### config.mk
export PLATFORM = sky130hd
export DESIGN_NAME = gtpv2_header_ie_stream_parser_core
export DESIGN_NICKNAME = d
export VERILOG_FILES = /design/src/hdl/gtpv2hp_pkg.sv /design/src/hdl/gtpv2hp_cfg.sv /design/src/hdl/gtpv2hp_engine.sv /design/src/hdl/gtpv2_header_ie_stream_parser_core.sv
export SDC_FILE = /design/constraint.sdc
export NUM_CORES = 1
export LEC_CHECK = 0
export BUFFER_PORTS_ARGS = -buffer_cell sky130_fd_sc_hd__buf_2
export CORE_MARGIN = 2
export CORE_UTILIZATION = 50
export CTS_CLUSTER_DIAMETER = 80
export DETAILED_ROUTE_END_ITERATION = 10
export GPL_ROUTABILITY_DRIVEN = 0
export GPL_TIMING_DRIVEN = 0
export MAX_ROUTING_LAYER = met4
export PLACE_DENSITY = 0.68
export SYNTH_ARGS = -nofsm -noshare
export SYNTH_HDL_FRONTEND = slang
export SYNTH_SLANG_ARGS = --single-unit
### constraint.sdc
create_clock -name clk -period 10.4 [get_ports clk]
set_clock_uncertainty 0.15 [all_clocks]
set_input_delay 3.12 -clock clk [delete_from_list [all_inputs] [get_ports clk]]
set_output_delay 3.12 -clock clk [all_outputs]
set_load 0.05 [all_outputs]
### src/hdl/gtpv2hp_pkg.sv
package gtpv2hp_pkg;

    localparam int POS_W = 17;

    localparam logic [POS_W-1:0] POS_MAX       = {POS_W{1'b1}};
    localparam logic [POS_W-1:0] HDR_LEN_SHORT = POS_W'(8);
    localparam logic [POS_W-1:0] HDR_LEN_LONG  = POS_W'(12);
    localparam logic [POS_W-1:0] LEN_BIAS      = POS_W'(4);

    localparam logic [2:0] GTP_VERSION = 3'd2;
    localparam int         TFLAG_BIT   = 3;

    localparam logic [7:0] CAUSE_RESET = 8'd2;
    localparam logic [7:0] FTEID_RESET = 8'd87;
    localparam logic [7:0] RAT_RESET   = 8'd82;

    // configuration register indexes
    localparam logic [1:0] CFG_CAUSE = 2'd0;
    localparam logic [1:0] CFG_FTEID = 2'd1;
    localparam logic [1:0] CFG_RAT   = 2'd2;

    // status codes
    localparam logic [1:0] ST_OK         = 2'd0;
    localparam logic [1:0] ST_NOT_GTPV2  = 2'd1;
    localparam logic [1:0] ST_TEID_SHORT = 2'd2;
    localparam logic [1:0] ST_INCOMPLETE = 2'd3;

    typedef struct packed {
        logic [7:0] cause_type_code;
        logic [7:0] fteid_type_code;
        logic [7:0] rat_type_code;
    } cfg_t;

    typedef struct packed {
        logic [1:0]  event_res;
        logic [1:0]  status;
        logic [7:0]  msg_type;
        logic [31:0] header_teid;
        logic [23:0] seq_num;
        logic [7:0]  ie_type;
        logic [15:0] ie_length;
        logic [3:0]  ie_instance;
        logic [7:0]  cause_value;
        logic [7:0]  rat_value;
        logic [31:0] fteid_value;
        logic [3:0]  found_mask;
    } result_t;

endpackage

### src/hdl/gtpv2hp_cfg.sv
module gtpv2hp_cfg (
    input  logic                 clk,
    input  logic                 rst_n,
    input  logic                 wr_en,
    input  logic [1:0]           wr_index,
    input  logic [7:0]           wr_data,
    output gtpv2hp_pkg::cfg_t    cfg
);
    import gtpv2hp_pkg::*;

    cfg_t cfg_reg;

    always_ff @(posedge clk or negedge rst_n)
    begin
        if (!rst_n)
        begin
            cfg_reg.cause_type_code <= CAUSE_RESET;
            cfg_reg.fteid_type_code <= FTEID_RESET;
            cfg_reg.rat_type_code   <= RAT_RESET;
        end
        else if (wr_en)
        begin
            case (wr_index)
                CFG_CAUSE: cfg_reg.cause_type_code <= wr_data;
                CFG_FTEID: cfg_reg.fteid_type_code <= wr_data;
                CFG_RAT:   cfg_reg.rat_type_code   <= wr_data;
                default:   ; // unused index, write dropped
            endcase
        end
    end

    assign cfg = cfg_reg;

endmodule

### src/hdl/gtpv2hp_engine.sv
module gtpv2hp_engine (
    input  logic                  clk,
    input  logic                  rst_n,
    input  logic                  step,
    input  logic [7:0]            byte_in,
    input  logic                  last_in,
    input  gtpv2hp_pkg::cfg_t     cfg,
    output gtpv2hp_pkg::result_t  res
);
    import gtpv2hp_pkg::*;

    typedef enum logic [4:0] {
        IE_TYPE   = 5'b00001,
        IE_LEN_HI = 5'b00010,
        IE_LEN_LO = 5'b00100,
        IE_INST   = 5'b01000,
        IE_BODY   = 5'b10000
    } ie_state_t;

    logic [POS_W-1:0] pos_reg;
    logic [7:0]       flags_reg,  flags_next;
    logic [7:0]       type_reg,   type_next;
    logic [15:0]      blen_reg,   blen_next;
    logic [31:0]      teid_reg,   teid_next;
    logic [23:0]      seq_reg,    seq_next;
    ie_state_t        ie_reg,     ie_next;
    logic [7:0]       iet_reg,    iet_next;
    logic [15:0]      iel_reg,    iel_next;
    logic [3:0]       iei_reg,    iei_next;
    logic [15:0]      left_reg,   left_next;
    logic             stop_reg,   stop_next;
    logic [7:0]       cause_reg,  cause_next;
    logic [7:0]       rat_reg,    rat_next;
    logic [31:0]      fteid_reg,  fteid_next;
    logic [31:0]      fshift_reg, fshift_next;
    logic [2:0]       found_reg,  found_next;
    logic [7:0]       first_reg,  first_next;

    logic [POS_W-1:0] pos_inc;
    logic [POS_W-1:0] total;
    logic [POS_W-1:0] hdr_len;
    logic             tflag;
    logic             in_walk;
    logic             ie_done;
    logic             overrun;
    logic [15:0]      k_off;
    logic [15:0]      left_dec;
    logic [1:0]       st;

    assign pos_inc  = (pos_reg == POS_MAX) ? pos_reg : pos_reg + POS_W'(1);
    assign k_off    = iel_reg - left_reg;
    assign left_dec = left_reg - 16'd1;
    assign overrun  = ({1'b0, pos_inc} + {2'b00, iel_reg}) > {1'b0, total};

    always_comb
    begin
        flags_next  = flags_reg;
        type_next   = type_reg;
        blen_next   = blen_reg;
        teid_next   = teid_reg;
        seq_next    = seq_reg;
        ie_next     = ie_reg;
        iet_next    = iet_reg;
        iel_next    = iel_reg;
        iei_next    = iei_reg;
        left_next   = left_reg;
        stop_next   = stop_reg;
        cause_next  = cause_reg;
        rat_next    = rat_reg;
        fteid_next  = fteid_reg;
        fshift_next = fshift_reg;
        found_next  = found_reg;
        first_next  = first_reg;
        ie_done     = 1'b0;

        // fixed header bytes
        if (pos_reg == POS_W'(0))
            flags_next = byte_in;
        if (pos_reg == POS_W'(1))
            type_next = byte_in;
        if (pos_reg == POS_W'(2))
            blen_next = {byte_in, blen_reg[7:0]};
        if (pos_reg == POS_W'(3))
            blen_next = {blen_reg[15:8], byte_in};

        tflag   = flags_next[TFLAG_BIT];
        hdr_len = tflag ? HDR_LEN_LONG : HDR_LEN_SHORT;
        total   = {1'b0, blen_next} + LEN_BIAS;

        if (tflag)
        begin
            if (pos_reg >= POS_W'(4) && pos_reg <= POS_W'(7))
                teid_next = {teid_reg[23:0], byte_in};
            else if (pos_reg >= POS_W'(8) && pos_reg <= POS_W'(10))
                seq_next = {seq_reg[15:0], byte_in};
        end
        else if (pos_reg >= POS_W'(4) && pos_reg <= POS_W'(6))
        begin
            seq_next = {seq_reg[15:0], byte_in};
        end

        // IE walk
        in_walk = !stop_reg && (pos_reg >= hdr_len) && (pos_reg < total);
        if (in_walk)
        begin
            case (ie_reg)
                IE_TYPE:
                begin
                    iet_next = byte_in;
                    iel_next = 16'd0;
                    iei_next = 4'd0;
                    ie_next  = IE_LEN_HI;
                end
                IE_LEN_HI:
                begin
                    iel_next = {byte_in, 8'd0};
                    ie_next  = IE_LEN_LO;
                end
                IE_LEN_LO:
                begin
                    iel_next = {iel_reg[15:8], byte_in};
                    ie_next  = IE_INST;
                end
                IE_INST:
                begin
                    iei_next    = byte_in[7:4];
                    first_next  = 8'd0;
                    fshift_next = 32'd0;
                    if (overrun)
                    begin
                        stop_next = 1'b1;
                        ie_next   = IE_TYPE;
                    end
                    else if (iel_reg == 16'd0)
                    begin
                        ie_done = 1'b1;
                        ie_next = IE_TYPE;
                    end
                    else
                    begin
                        left_next = iel_reg;
                        ie_next   = IE_BODY;
                    end
                end
                IE_BODY:
                begin
                    if (k_off == 16'd0)
                        first_next = byte_in;
                    else if (k_off <= 16'd4)
                        fshift_next = {fshift_reg[23:0], byte_in};
                    left_next = left_dec;
                    if (left_dec == 16'd0)
                    begin
                        ie_done = 1'b1;
                        ie_next = IE_TYPE;
                    end
                end
                default:
                begin
                    ie_next = IE_TYPE;
                end
            endcase
        end

        // captures, each type code checked on its own
        if (ie_done)
        begin
            if (iet_next == cfg.cause_type_code && iel_next >= 16'd2)
            begin
                cause_next    = first_next;
                found_next[0] = 1'b1;
            end
            if (iet_next == cfg.rat_type_code && iel_next >= 16'd1)
            begin
                rat_next      = first_next;
                found_next[2] = 1'b1;
            end
            if (iet_next == cfg.fteid_type_code && iel_next >= 16'd5)
            begin
                fteid_next    = fshift_next;
                found_next[1] = 1'b1;
            end
        end

        if (pos_inc < HDR_LEN_SHORT || flags_next[7:5] != GTP_VERSION)
            st = ST_NOT_GTPV2;
        else if (tflag && pos_inc < HDR_LEN_LONG)
            st = ST_TEID_SHORT;
        else if (pos_inc < total)
            st = ST_INCOMPLETE;
        else
            st = ST_OK;

        res.event_res   = {last_in, ie_done};
        res.status      = last_in ? st : ST_OK;
        res.msg_type    = type_next;
        res.header_teid = tflag ? teid_next : 32'd0;
        res.seq_num     = seq_next;
        res.ie_type     = ie_done ? iet_next : 8'd0;
        res.ie_length   = ie_done ? iel_next : 16'd0;
        res.ie_instance = ie_done ? iei_next : 4'd0;
        res.cause_value = cause_next;
        res.rat_value   = rat_next;
        res.fteid_value = fteid_next;
        res.found_mask  = {found_next, tflag};
    end

    always_ff @(posedge clk or negedge rst_n)
    begin
        if (!rst_n)
        begin
            pos_reg    <= '0;
            flags_reg  <= '0;
            type_reg   <= '0;
            blen_reg   <= '0;
            teid_reg   <= '0;
            seq_reg    <= '0;
            ie_reg     <= IE_TYPE;
            iet_reg    <= '0;
            iel_reg    <= '0;
            iei_reg    <= '0;
            left_reg   <= '0;
            stop_reg   <= 1'b0;
            cause_reg  <= '0;
            rat_reg    <= '0;
            fteid_reg  <= '0;
            fshift_reg <= '0;
            found_reg  <= '0;
            first_reg  <= '0;
        end
        else if (step)
        begin
            if (last_in)
            begin
                // packet done: everything back to its reset value
                pos_reg    <= '0;
                flags_reg  <= '0;
                type_reg   <= '0;
                blen_reg   <= '0;
                teid_reg   <= '0;
                seq_reg    <= '0;
                ie_reg     <= IE_TYPE;
                iet_reg    <= '0;
                iel_reg    <= '0;
                iei_reg    <= '0;
                left_reg   <= '0;
                stop_reg   <= 1'b0;
                cause_reg  <= '0;
                rat_reg    <= '0;
                fteid_reg  <= '0;
                fshift_reg <= '0;
                found_reg  <= '0;
                first_reg  <= '0;
            end
            else
            begin
                pos_reg    <= pos_inc;
                flags_reg  <= flags_next;
                type_reg   <= type_next;
                blen_reg   <= blen_next;
                teid_reg   <= teid_next;
                seq_reg    <= seq_next;
                ie_reg     <= ie_next;
                iet_reg    <= iet_next;
                iel_reg    <= iel_next;
                iei_reg    <= iei_next;
                left_reg   <= left_next;
                stop_reg   <= stop_next;
                cause_reg  <= cause_next;
                rat_reg    <= rat_next;
                fteid_reg  <= fteid_next;
                fshift_reg <= fshift_next;
                found_reg  <= found_next;
                first_reg  <= first_next;
            end
        end
    end

    a_stop_idle: assert property (@(posedge clk) disable iff (!rst_n)
        stop_reg |-> ie_reg == IE_TYPE)
        else $error("walk stopped with IE header part-read");

    a_body_left: assert property (@(posedge clk) disable iff (!rst_n)
        ie_reg == IE_BODY |-> left_reg != 16'd0 && left_reg <= iel_reg)
        else $error("IE body count out of range");

    a_last_clear: assert property (@(posedge clk) disable iff (!rst_n)
        step && last_in |=> pos_reg == '0 && found_reg == '0 && !stop_reg)
        else $error("packet state not cleared after final byte");

endmodule

### src/hdl/gtpv2_header_ie_stream_parser_core.sv
// GTPv2-C header and IE parser. Bytes of one message enter on the input
// channel, one per transfer, with last_byte set on the final byte. The block
// decodes flags, message type, length, optional TEID and the 24-bit sequence
// number, then walks the type-length-instance IEs up to 4+length bytes. A
// result is produced for each completed IE (event_res bit 0) and for the final
// byte (event_res bit 1, with status); both may share one result. Bytes that
// complete nothing produce no result. Records of a bad packet are still sent
// and should be dropped downstream by the summary status. Throughput is one
// byte per clock while results are taken: an input register stages each byte
// and combinational decode logic loads the result register from it, which
// offers the result. While a result waits for out_ready the staged byte
// holds; one more byte can fill an empty input register, then the input
// stalls until the result is taken.
// The three IE type codes (Cause, F-TEID, RAT type) are set through the
// configuration channel, indexes 0, 1 and 2; write them only while idle.
module gtpv2_header_ie_stream_parser_core (
    input  logic        clk,
    input  logic        rst_n,

    input  logic        cfg_valid,
    output logic        cfg_ready,
    input  logic [1:0]  cfg_index,
    input  logic [7:0]  cfg_data,

    input  logic        in_valid,
    output logic        in_ready,
    input  logic [7:0]  byte_value,
    input  logic        last_byte,

    output logic        out_valid,
    input  logic        out_ready,
    output logic [1:0]  event_res,
    output logic [1:0]  status,
    output logic [7:0]  msg_type,
    output logic [31:0] header_teid,
    output logic [23:0] seq_num,
    output logic [7:0]  ie_type,
    output logic [15:0] ie_length,
    output logic [3:0]  ie_instance,
    output logic [7:0]  cause_value,
    output logic [7:0]  rat_value,
    output logic [31:0] fteid_value,
    output logic [3:0]  found_mask
);
    import gtpv2hp_pkg::*;

    cfg_t    cfg;
    result_t res;
    result_t res_reg;

    logic       s1_valid_reg, s1_valid_next;
    logic [7:0] s1_byte_reg;
    logic       s1_last_reg;
    logic       out_valid_reg, out_valid_next;
    logic       in_xfer;
    logic       advance;
    logic       has_result;

    // config writes always taken
    assign cfg_ready = 1'b1;

    gtpv2hp_cfg u_cfg (
        .clk      (clk),
        .rst_n    (rst_n),
        .wr_en    (cfg_valid),
        .wr_index (cfg_index),
        .wr_data  (cfg_data),
        .cfg      (cfg)
    );

    // input stage moves on whenever the result slot is free or draining
    assign advance    = s1_valid_reg && (!out_valid_reg || out_ready);
    assign in_ready   = !s1_valid_reg || advance;
    assign in_xfer    = in_valid && in_ready;
    assign has_result = res.event_res != 2'b00;

    always_comb
    begin
        s1_valid_next = s1_valid_reg;
        if (in_xfer)
            s1_valid_next = 1'b1;
        else if (advance)
            s1_valid_next = 1'b0;

        out_valid_next = out_valid_reg;
        if (advance && has_result)
            out_valid_next = 1'b1;
        else if (out_ready)
            out_valid_next = 1'b0;
    end

    always_ff @(posedge clk or negedge rst_n)
    begin
        if (!rst_n)
        begin
            s1_valid_reg  <= 1'b0;
            out_valid_reg <= 1'b0;
        end
        else
        begin
            s1_valid_reg  <= s1_valid_next;
            out_valid_reg <= out_valid_next;
        end
    end

    // payload registers, no reset
    always_ff @(posedge clk)
    begin
        if (in_xfer)
        begin
            s1_byte_reg <= byte_value;
            s1_last_reg <= last_byte;
        end
        if (advance && has_result)
            res_reg <= res;
    end

    gtpv2hp_engine u_engine (
        .clk     (clk),
        .rst_n   (rst_n),
        .step    (advance),
        .byte_in (s1_byte_reg),
        .last_in (s1_last_reg),
        .cfg     (cfg),
        .res     (res)
    );

    assign out_valid   = out_valid_reg;
    assign event_res   = res_reg.event_res;
    assign status      = res_reg.status;
    assign msg_type    = res_reg.msg_type;
    assign header_teid = res_reg.header_teid;
    assign seq_num     = res_reg.seq_num;
    assign ie_type     = res_reg.ie_type;
    assign ie_length   = res_reg.ie_length;
    assign ie_instance = res_reg.ie_instance;
    assign cause_value = res_reg.cause_value;
    assign rat_value   = res_reg.rat_value;
    assign fteid_value = res_reg.fteid_value;
    assign found_mask  = res_reg.found_mask;

    a_held_byte: assert property (@(posedge clk) disable iff (!rst_n)
        s1_valid_reg && !advance |=> s1_valid_reg && $stable(s1_byte_reg))
        else $error("staged byte lost while stalled");

    a_result_loaded: assert property (@(posedge clk) disable iff (!rst_n)
        advance && has_result |=> out_valid_reg)
        else $error("result dropped");

    a_no_empty_result: assert property (@(posedge clk) disable iff (!rst_n)
        $rose(out_valid_reg) |-> res_reg.event_res != 2'b00)
        else $error("result without event");

endmodule
Word-level counts from Yosys, hierarchy flattened. Index checks and enable logic that the tools add are counted. W data, S select, Z words.

Register bits after elaboration: 425. Input bits: 24. Logic and storage cells: 191.

Add/subtract/negate cells: 5. Magnitude comparators: 15. Equal/unequal tests: 18. Muxes and demuxes: 77. Bitwise gates (word level): 1. Reductions and logical operators: 37.

Operators by type and width (count): $mux W32 (10); $mux W16 (9); $mux W8 (16); $mux W24 (5); $pmux W32 S2 (1); $logic_not A16 Y1 (3); $pmux W16 S3 (1); $eq A17 B2 Y1 const B (2); $le A17 B3 Y1 const B (2); $lt A17 B17 Y1 (2); $lt A17 B4 Y1 const B (2); $mux W17 (2); $pmux W16 S2 (1); $mux W5 (5); $pmux W5 S5 (1); $eq A8 B8 Y1 (3); $add A17 B16 Y18 (1); $gt A18 B17 Y1 (1); $add A16 B3 Y17 const B (1); $add A17 B1 Y17 const B (1); $eq A17 B1 Y1 const B (1); $eq A17 B17 Y1 const B (1); $ge A17 B17 Y1 (1); $ge A17 B3 Y1 const B (1); 37 further kinds (80).

Logic depth before layout (Yosys ltp). Gate-level depths: netlist of the first run.

Word-level depth: 12. Mapped depth: 34. Mapped depth without buffers: 31.

Hierarchy. Synthesis of the first run repeated with hierarchy kept, for this count alone.

Cell total of the unflattened synthesis: 2323. Area, all modules: 23502.5 µm².

By module, submodules not included: gtpv2hp_engine (times used 1, cells an instance 2103, area an instance 17743.3 µm², seq. area each 6057.1 µm²); gtpv2_header_ie_stream_parser_core (times used 1, cells an instance 169, area an instance 4835.9 µm², seq. area each 4764.6 µm²); gtpv2hp_cfg (times used 1, cells an instance 51, area an instance 923.4 µm², seq. area each 611.8 µm²).

Worst setup path after synthesis of the first run. OpenSTA, ideal clock, no wires.

Path kind: register -> register. From: reg u_engine.pos_reg[7]. To: reg res_reg, in the netlist cause_value[0], enable pin. Library setup time: 0.500 ns. Arrival: 8.208 ns. Data required time: 9.750 ns. Setup slack: 1.542 ns. Cell stages (with the launch flop): 29. Path buffers: 1. Path through: dfrtp_1 -> buf_2 -> nand4_1 -> nor4_1 -> nand3_1 -> nand4_1 -> xor2_1 -> inv_1 -> ha_1 -> o21a_1 -> o31a_1 -> o31ai_1 -> a211oi_1 -> o21a_1 -> o21ai_0 -> nand2b_1 -> nand2_1 -> a21boi_0 -> o21ai_0 -> nand2b_1 -> xor2_1 -> ha_1 -> or3_1 -> a311o_1 -> a211oi_1 -> o2111ai_1 -> a21oi_1 -> o21ai_0 -> inv_1.

Longest elaborated chain between the ends: 10.

Ends and longest elaborated chain: start: declaration (line gtpv2hp_engine.sv:20) `logic [POS_W-1:0] pos_reg;`; start signal: assignment (line gtpv2hp_engine.sv:257) `pos_reg <= pos_inc;`; parallel branches: the longest is 7 deep, another holds $add A17 B16 Y18; $mux W1 (*) (line gtpv2hp_engine.sv:104) `if (in_walk)`; $reduce_bool A2 Y1 (*) (line gtpv2_header_ie_stream_parser_core.sv:75) `assign has_result = res.event_res != 2'b00;`; $logic_and A1 B1 Y1 (*) (line gtpv2_header_ie_stream_parser_core.sv:114) `if (advance && has_result)`; end signal: assignment (line gtpv2_header_ie_stream_parser_core.sv:115) `res_reg <= res;`; end: declaration (line gtpv2_header_ie_stream_parser_core.sv:49) `result_t res_reg;`.

Mark *: on every way between the ends. The select of a mux whose other input is x is not followed. A chain may end at the register's enable or synchronous reset.

==> results of run 1 <==
[Yosys cell counts (all sizes together), types with 19 or more instances]
cell type,count
nand4,20
mux2,101
clkbuf,116
nand2,289
buf,25
xor2,29
and2,20
and3,19
a22oi,59
nor3,36
nor2,110
inv,66
mux2i,32
o21ai,150
a21o,24
edfxtp,157
ha,76
a22o,145
xnor2,30
nor4,23
nand3,66
o211ai,38
dfrtp,258
a21oi,105
[worst max-delay path by stage]
stage                 endpoint  cells past startpoint  slack [ps]
2_1_floorplan   cause_value[0]                     28        1540
3_3_place_gp   header_teid[30]                     26       -1370
3_5_place_dp    fteid_value[0]                     28        1660
4_1_cts         fteid_value[0]                     28        1630
5_1_grt        fteid_value[31]                     28        1020
6_report       fteid_value[31]                     28        1380
[stage by stage]
stage	std cells	total power, mW	setup WS [ps]	TNS, ps	hold slack (ps)
6_report	3091	4.55	1380	0	352
5_1_grt	3091	4.73	1020	0	366
4_1_cts	3091	4.56	1630	0	353
3_5_place_dp	3005	2.92	1660	0	329
3_3_place_gp	3002	2.90	-1370	-198840	324
2_1_floorplan	2229	2.64	1540	0	298
[worst reg2reg max path: cells and delay by family (launching register included)]
kind	cells	cell delay, ps
compound gates	12	3660
fa+ha+maj	2	550
buf+inv	4	1100
flops	1	480
mux	1	420
simple gates	9	2410
[layer usage]
layer,vias up,wire (um),GRT usage (%)
met2,986,31800,45.7
met3,250,5800,5.23
met5,-,0,-
li1,8776,-,-
met1,9556,29200,39.2
met4,0,3550,14.6
[power by group]
group	switching (mW)	internal, mW	total, mW
Clock	0.697	0.944	1.64
Combinational	0.618	0.277	0.895
Sequential	0.101	1.91	2.01
[area by class of cell]
class                           count  area [um2]  area share [%]
Clock inverter                     21         214           0.814
Clock buffer                       65        1280            4.88
Buffer                            141         579            2.20
Inverter                           66         253           0.962
Sequential cell                   425       11400            43.5
Multi-Input combinational cell   1597       10800            41.1
Tap cell                          600         751            2.86
Timing Repair Buffer              176         958            3.65
[logic make-up after synthesis]
kind of cell,after synthesis,synth area share (%)
AOI/OAI and AO/OA,665,20.4
xor gates and xnor gates,61,2.43
adders and majority gates,79,4.30
buffers and inverters,207,3.58
DFF,425,49.6
muxes,133,6.32
other,1,0.0163
and+or+nand+nor,658,13.4
==> impl_results.md, run 1 <==
- Status: finished clean
- Post-synth top area share: 28.0%
- Clock-pin slew on the worst setup and hold paths: 70 ps
- Postcts setup bufs: 0
- Largest delay share family, worst path: compound AO/OA/AOI/OAI gates
- Least-Margin Pin Slew: 1430 ps
- Die height: 219 um
- Ys flop type: dfrtp_1
- Start of the worst register-to-register path: u_engine.pos_reg[16]
- Cell variety after synth: 91
- Boundary pin count: 175
- Final Cell Area: 26,300 um2
- Dpl hpwl: 49,900 um
- DIE AREA: 47,900 um2
- Total track usage: 30.1%
- Asr flop ratio synth: 63.1%
- Vias/cell: 6.33
- Filler cell count: 3,922
- Via count: 19.6k
- DRT iter0 DRCs: 2,243
- Required @ worst endpoint: 10,580 ps
- Area contributors post-synth: dfrtp_1 28%, edfxtp_1 20%, a22o_1 5.5%
- Clock Tree Root: clkbuf_16
- Share of layout cells above drive strength 1: 16.1%
- WP data arrival: 9200 ps
- Clock buffer count from CTS: 46
- Setup crit start: u_engine.pos_reg[16]
- Min cycle time layout: 9020 ps
- CTS tree: yes
- Post-synthesis register bit count: 425
- WL/cell: 22.8 um
- Gr ovfl total: 0
- Max clock buf depth: 3
- Hold-fix buffer count after cts: 0
- Lkg Pwr: 10.8 nW
- Most frequent cells in the layout: 289 x nand2_1, 258 x dfrtp_1, 188 x buf_2, 157 x edfxtp_1, 145 x a22o_1
- Htree depth: 2
- Max Freq: 0.111 GHz
- Largest area contributor in the netlist: dfrtp_1
- Class of the worst hold path: register to register
- Crit Path Max Fanout: 10
- Initial core utilization: 50.7%
- Slew Limit Fails: 0
- Largest net degree at the start of global routing: 117
- Vias in the first global route: 19.1k
- Reg-to-reg endpoint: fteid_value[31]
- Min-Delay Endpoint: u_engine.type_reg[1]
- First-pass GRT wire length: 108,000 um
- Slowest cell on the critical path: a32oi_1
- Initial antenna violation count: 0
- Max Cap Viol: 0
- Buffers on Ports: 173
- Most common cell after layout, fill and taps aside: nand2_1
- Synthesis warning total: 0
- Syn nets: 2,330
- Dpl cell area: 24,800 um2
- Final Cycle Share: 86.8%
- Relative slew slack: 4.42%
- Post-route antenna net violation count: 0
- Final setup fails: 0
- Post-Syn Area: 23,100 um2
- Syn Inst Count: 2,229
- CP Buf/Inv Count: 4
- Most used cell, CP: a21o_1
- Hold depth: 1
- Clock latency on the worst-skew pair: 590 ps
- Routed WL: 70,300 um
- Critical path endpoint category: register
- Fin. Hold Viols: 0
- Final core utilization: 57.8%
- DRT Pass-1 Iters: 9
- Seq/Total Area, Yosys: 49.6%
- Reg2reg setup slack: 1380 ps
- Power per cell area: 173 nW/um2
- Cts repair resizes: 0
- VDD IR max: 0.144 mV
- Post-synthesis area per instance: 10.4 um2
- Row count: 78
- Worst Hold Launch: u_engine.type_reg[1]
- Worst r2r path cells: 28
- RSZ-0062 raised after global routing: false
- Core area: 45,500 um2
- DRC: 0
- Syn-to-layout area delta: 13.9%
- EDFF count, synth: 157
- Net count, final: 2,554
- TritonCTS sink count: 425
- Setup CP Type: register to register
- Chip width: 219 um
- Max incr delay on CP: 850 ps
- Antenna diode count: 0
- CP Launch Type: register
Note: power is estimated with default switching activity, not from simulation.
==> run 2, diff against run 1 <==
Settings changed: CTS_BUF_LIST set to sky130_fd_sc_hd__clkbuf_8, SYNTH_HIERARCHICAL set to 1.
Clock period 10.4 ns to 10.3 ns, I/O delays scaled along.
==> run 2 against run 1 <==
Effect of this change: clock power is 6% lower; synthesized area up 1.9%; clock-buffer cell count up 22; via count up 4.9%; non-clock buffer count rose by 10; register-to-register slack got worse by 780 ps; largest cell class unchanged.
==> impl_results.md, run 2 <==
- Htree depth: 3 (+1)
- Top-count cell post-synth: nand2_1
- TNS Setup: 0 ps (unchanged)
- VDD IR max: 0.200 mV (+39%)
- Setup CP Type: register to register
- Post-Syn Area: 23,500 um2 (+1.9%)
- DIE AREA: 48,800 um2 (+1.8%)
- Die height: 221 um (+0.91%)
- CP endpoint: ie_length[2]
- Core area: 46,500 um2 (+2.2%)
- Syn nets: 2,423 (+4.0%)
- Post-synth top area share: 27.5% (-0.51 points)
- DRT Pass-1 Iters: 7 (-2)
- Setup crit start: u_engine/pos_reg[3]
- Required @ worst endpoint: 10,530 ps (-50 ps)
- Top sig layer: met4
- Clk network pwr share: 31.5% (-4.6 points)
- Clock buffer count from CTS: 75 (+63%)
- Gr ovfl total: 0 (unchanged)
- Top cells by count, synth: 268 x nand2_1, 258 x dfrtp_1, 161 x o21ai_0
- WL/cell: 23.0 um (+0.99%)
- Seq/Total Area, Yosys: 48.6% (-0.91 points)
- Net count, final: 2,682 (+5.0%)
- Reg2reg setup slack: 600 ps (-780 ps)
- TritonCTS sink count: 425 (unchanged)
- Chip width: 221 um (+0.91%)
- Max Freq: 0.103 GHz (-7.0%)
- Final setup fails: 0 (unchanged)
- Clock latency on the worst-skew pair: 670 ps (+80 ps)
- Reg-to-reg endpoint: ie_length[2]
- RSZ-0062 raised after global routing: false
- Asr flop ratio synth: 63.1% (unchanged)
- Most common cell after layout, fill and taps aside: nand2_1
- DRC: 0 (unchanged)
- Row count: 79 (+1.3%)
- Ys flop type: dfrtp_1
- Relative slew slack: 14.8% (+10 points)
- Routed wl met3: 6270 um (+8.2%)
- Multi-input logic area: 10,900 um2 (+1.2%)
- DRT iter0 DRCs: 2,696 (+20%)
- Clock-pin slew on the worst setup and hold paths: 60 ps (about the same)
- Logic pwr share: 24.8% (+5.1 points)
- Share of layout cells above drive strength 1: 16.9% (+0.81 points)
- Max Cap Viol: 0 (unchanged)
- Post-synthesis register bit count: 425 (unchanged)
- Cell variety after synth: 98 (+7.7%)
- Crit Path Max Fanout: 38 (+28)
- Met1 wire length: 30,500 um (+4.7%)
- Filler cell count: 3,987 (+1.7%)
- Most frequent cells in the layout: 268 x nand2_1, 258 x dfrtp_1, 187 x buf_2, 182 x inv_1, 160 x o21ai_0
- Class of the worst hold path: register to register
- Initial core utilization: 50.6% (-0.14 points)
- Via count: 20.5k (+4.9%)
- P_sw: 1.65 mW (+17%)
- Fin. Hold Viols: 0 (unchanged)
- Post-synthesis area per instance: 10.1 um2 (-2.3%)
- Vias/cell: 6.31 (-0.33%)
- WP data arrival: 9940 ps (+740 ps)
- EDFF count, synth: 157 (unchanged)
- Least-Margin Pin Slew: 1270 ps (-166 ps)
- CTS tree: yes
- CP Launch Type: register
- Max clock buf depth: 3 (unchanged)
- Start of the worst register-to-register path: u_engine/pos_reg[3]
- Internal power: 3.24 mW (+3.4%)
- Routed WL: 74,800 um (+6.3%)
- Slowest cell on the critical path: dfrtp_1
- Clock Tree Root: clkbuf_8
- Total track usage: 31.0% (+0.98 points)
- Sw frac: 33.8% (+2.7 points)
- Syn-to-layout area delta: 14.2%
- First-pass GRT wire length: 116,000 um (+7.3%)
- Vias in the first global route: 20.1k (+5.7%)
- Status: finished clean
- Register area: 11,400 um2 (unchanged)
- Largest area contributor in the netlist: dfrtp_1
- Worst r2r path cells: 39 (+39%)
- Largest net degree at the start of global routing: 76 (-35%)
- Power per cell area: 182 nW/um2 (+5.4%)
- Slew Limit Fails: 0 (unchanged)
- Final Cycle Share: 94.2% (+7.4 points)
- Synthesis warning total: 6 (+6)
- Syn Inst Count: 2,323 (+4.2%)
- Hold slack: 354 ps (+1.98 ps)
- Final core utilization: 57.8% (about the same)
- Buffers on Ports: 173 (unchanged)
- Boundary pin count: 175 (unchanged)
- Post-route antenna net violation count: 0 (unchanged)
- Lkg Pwr: 11.1 nW (+2.9%)
- Wire length on met2: 35,000 um (+10%)
- Initial antenna violation count: 2 (+2)
- Area contributors post-synth: dfrtp_1 27%, edfxtp_1 20%, nand2_1 4.3%
- Dpl hpwl: 53,300 um (+6.7%)
- Seq pwr share: 43.8% (-0.4 points)
- Max incr delay on CP: 450 ps (-400 ps)
- Critical path endpoint category: register
- Min cycle time layout: 9700 ps (+679 ps)
## run 2: logic make-up after synthesis
logic type | synth area share [%]
adder cells (fa/ha/maj) | 4.16
other | 0.0160
buffers and inverters | 4.99
AND/OR/NAND/NOR | 12.4
XOR/XNOR | 3.13
AO/OA/AOI/OAI | 21.6
multiplexers | 5.09
flip-flops | 48.6
## run 2: stage by stage
stage	instances	setup WS, ps	power, mW	instance area (um2)
finish	3254	597	4.89	26800
global route	3253	44.6	5.12	26800
CTS	3249	12.3	4.90	26800
detailed placement	3110	-179	3.35	25300
global placement	3103	-1560	3.31	25100
floorplan	2323	1150	3.00	23500
## run 2: layer usage
metal  vias up  GRT usage [%]
met2      1101           47.9
met5         -              -
met4         0           13.1
li1       9141              -
met1     10100           40.4
met3       216           5.49
## run 2: layout make-up
| type | count | share of cell area, % |
|---|---|---|
| diodes | 3 | 0.0280 |
| plain buffers | 145 | 2.28 |
| clock buffers | 87 | 4.46 |
| clock inverters | 52 | 1.03 |
| inverters | 149 | 2.08 |
| multi-input cells | 1604 | 40.8 |
| flip-flops and latches | 425 | 42.6 |
| well taps | 607 | 2.83 |
| repair buffers | 182 | 3.93 |
## run 2: how the worst min path moves through the flow
| stage | end | depth (start not counted) | startpoint | slack (ps) |
|---|---|---|---|---|
| after detailed placement | u_engine/blen_reg[0] | 1 | u_engine/blen_reg[0] | 340 |
| after global placement | u_engine/type_reg[1] | 1 | u_engine/type_reg[1] | 330 |
| final | u_engine/cause_reg[3] | 2 | u_engine/cause_reg[3] | 350 |
| after CTS | u_engine/blen_reg[0] | 1 | u_engine/blen_reg[0] | 350 |
| after floorplan | u_engine/blen_reg[15] | 2 | u_engine/blen_reg[15] | 300 |
| after global routing | u_engine/type_reg[5] | 1 | u_engine/type_reg[5] | 370 |
## run 2: power by group through the flow
stage | registers [mW] | logic (mW) | clock network (mW)
6_report | 2.14 | 1.21 | 1.54
5_1_grt | 2.16 | 1.31 | 1.65
4_1_cts | 2.14 | 1.19 | 1.57
3_5_place_dp | 2.17 | 1.18 | 0
3_3_place_gp | 2.16 | 1.15 | 0
2_1_floorplan | 2.29 | 0.704 | 0
## run 2: worst max-delay path: cells and delay by family (launching register included)
| family | cells | cell delay [ps] |
|---|---|---|
| fa+ha+maj | 2 | 620 |
| simple gates | 13 | 2300 |
| xor+xnor | 2 | 390 |
| compound gates | 13 | 3250 |
| buf+inv | 9 | 2160 |
| flops | 1 | 450 |
## run 2: repair_timing
action	in CTS	in global routing
setup endpoints to repair	73	148
hold buffers	0	0
buffers inserted	0	2
gates cloned	0	1
gates resized for setup	1	6
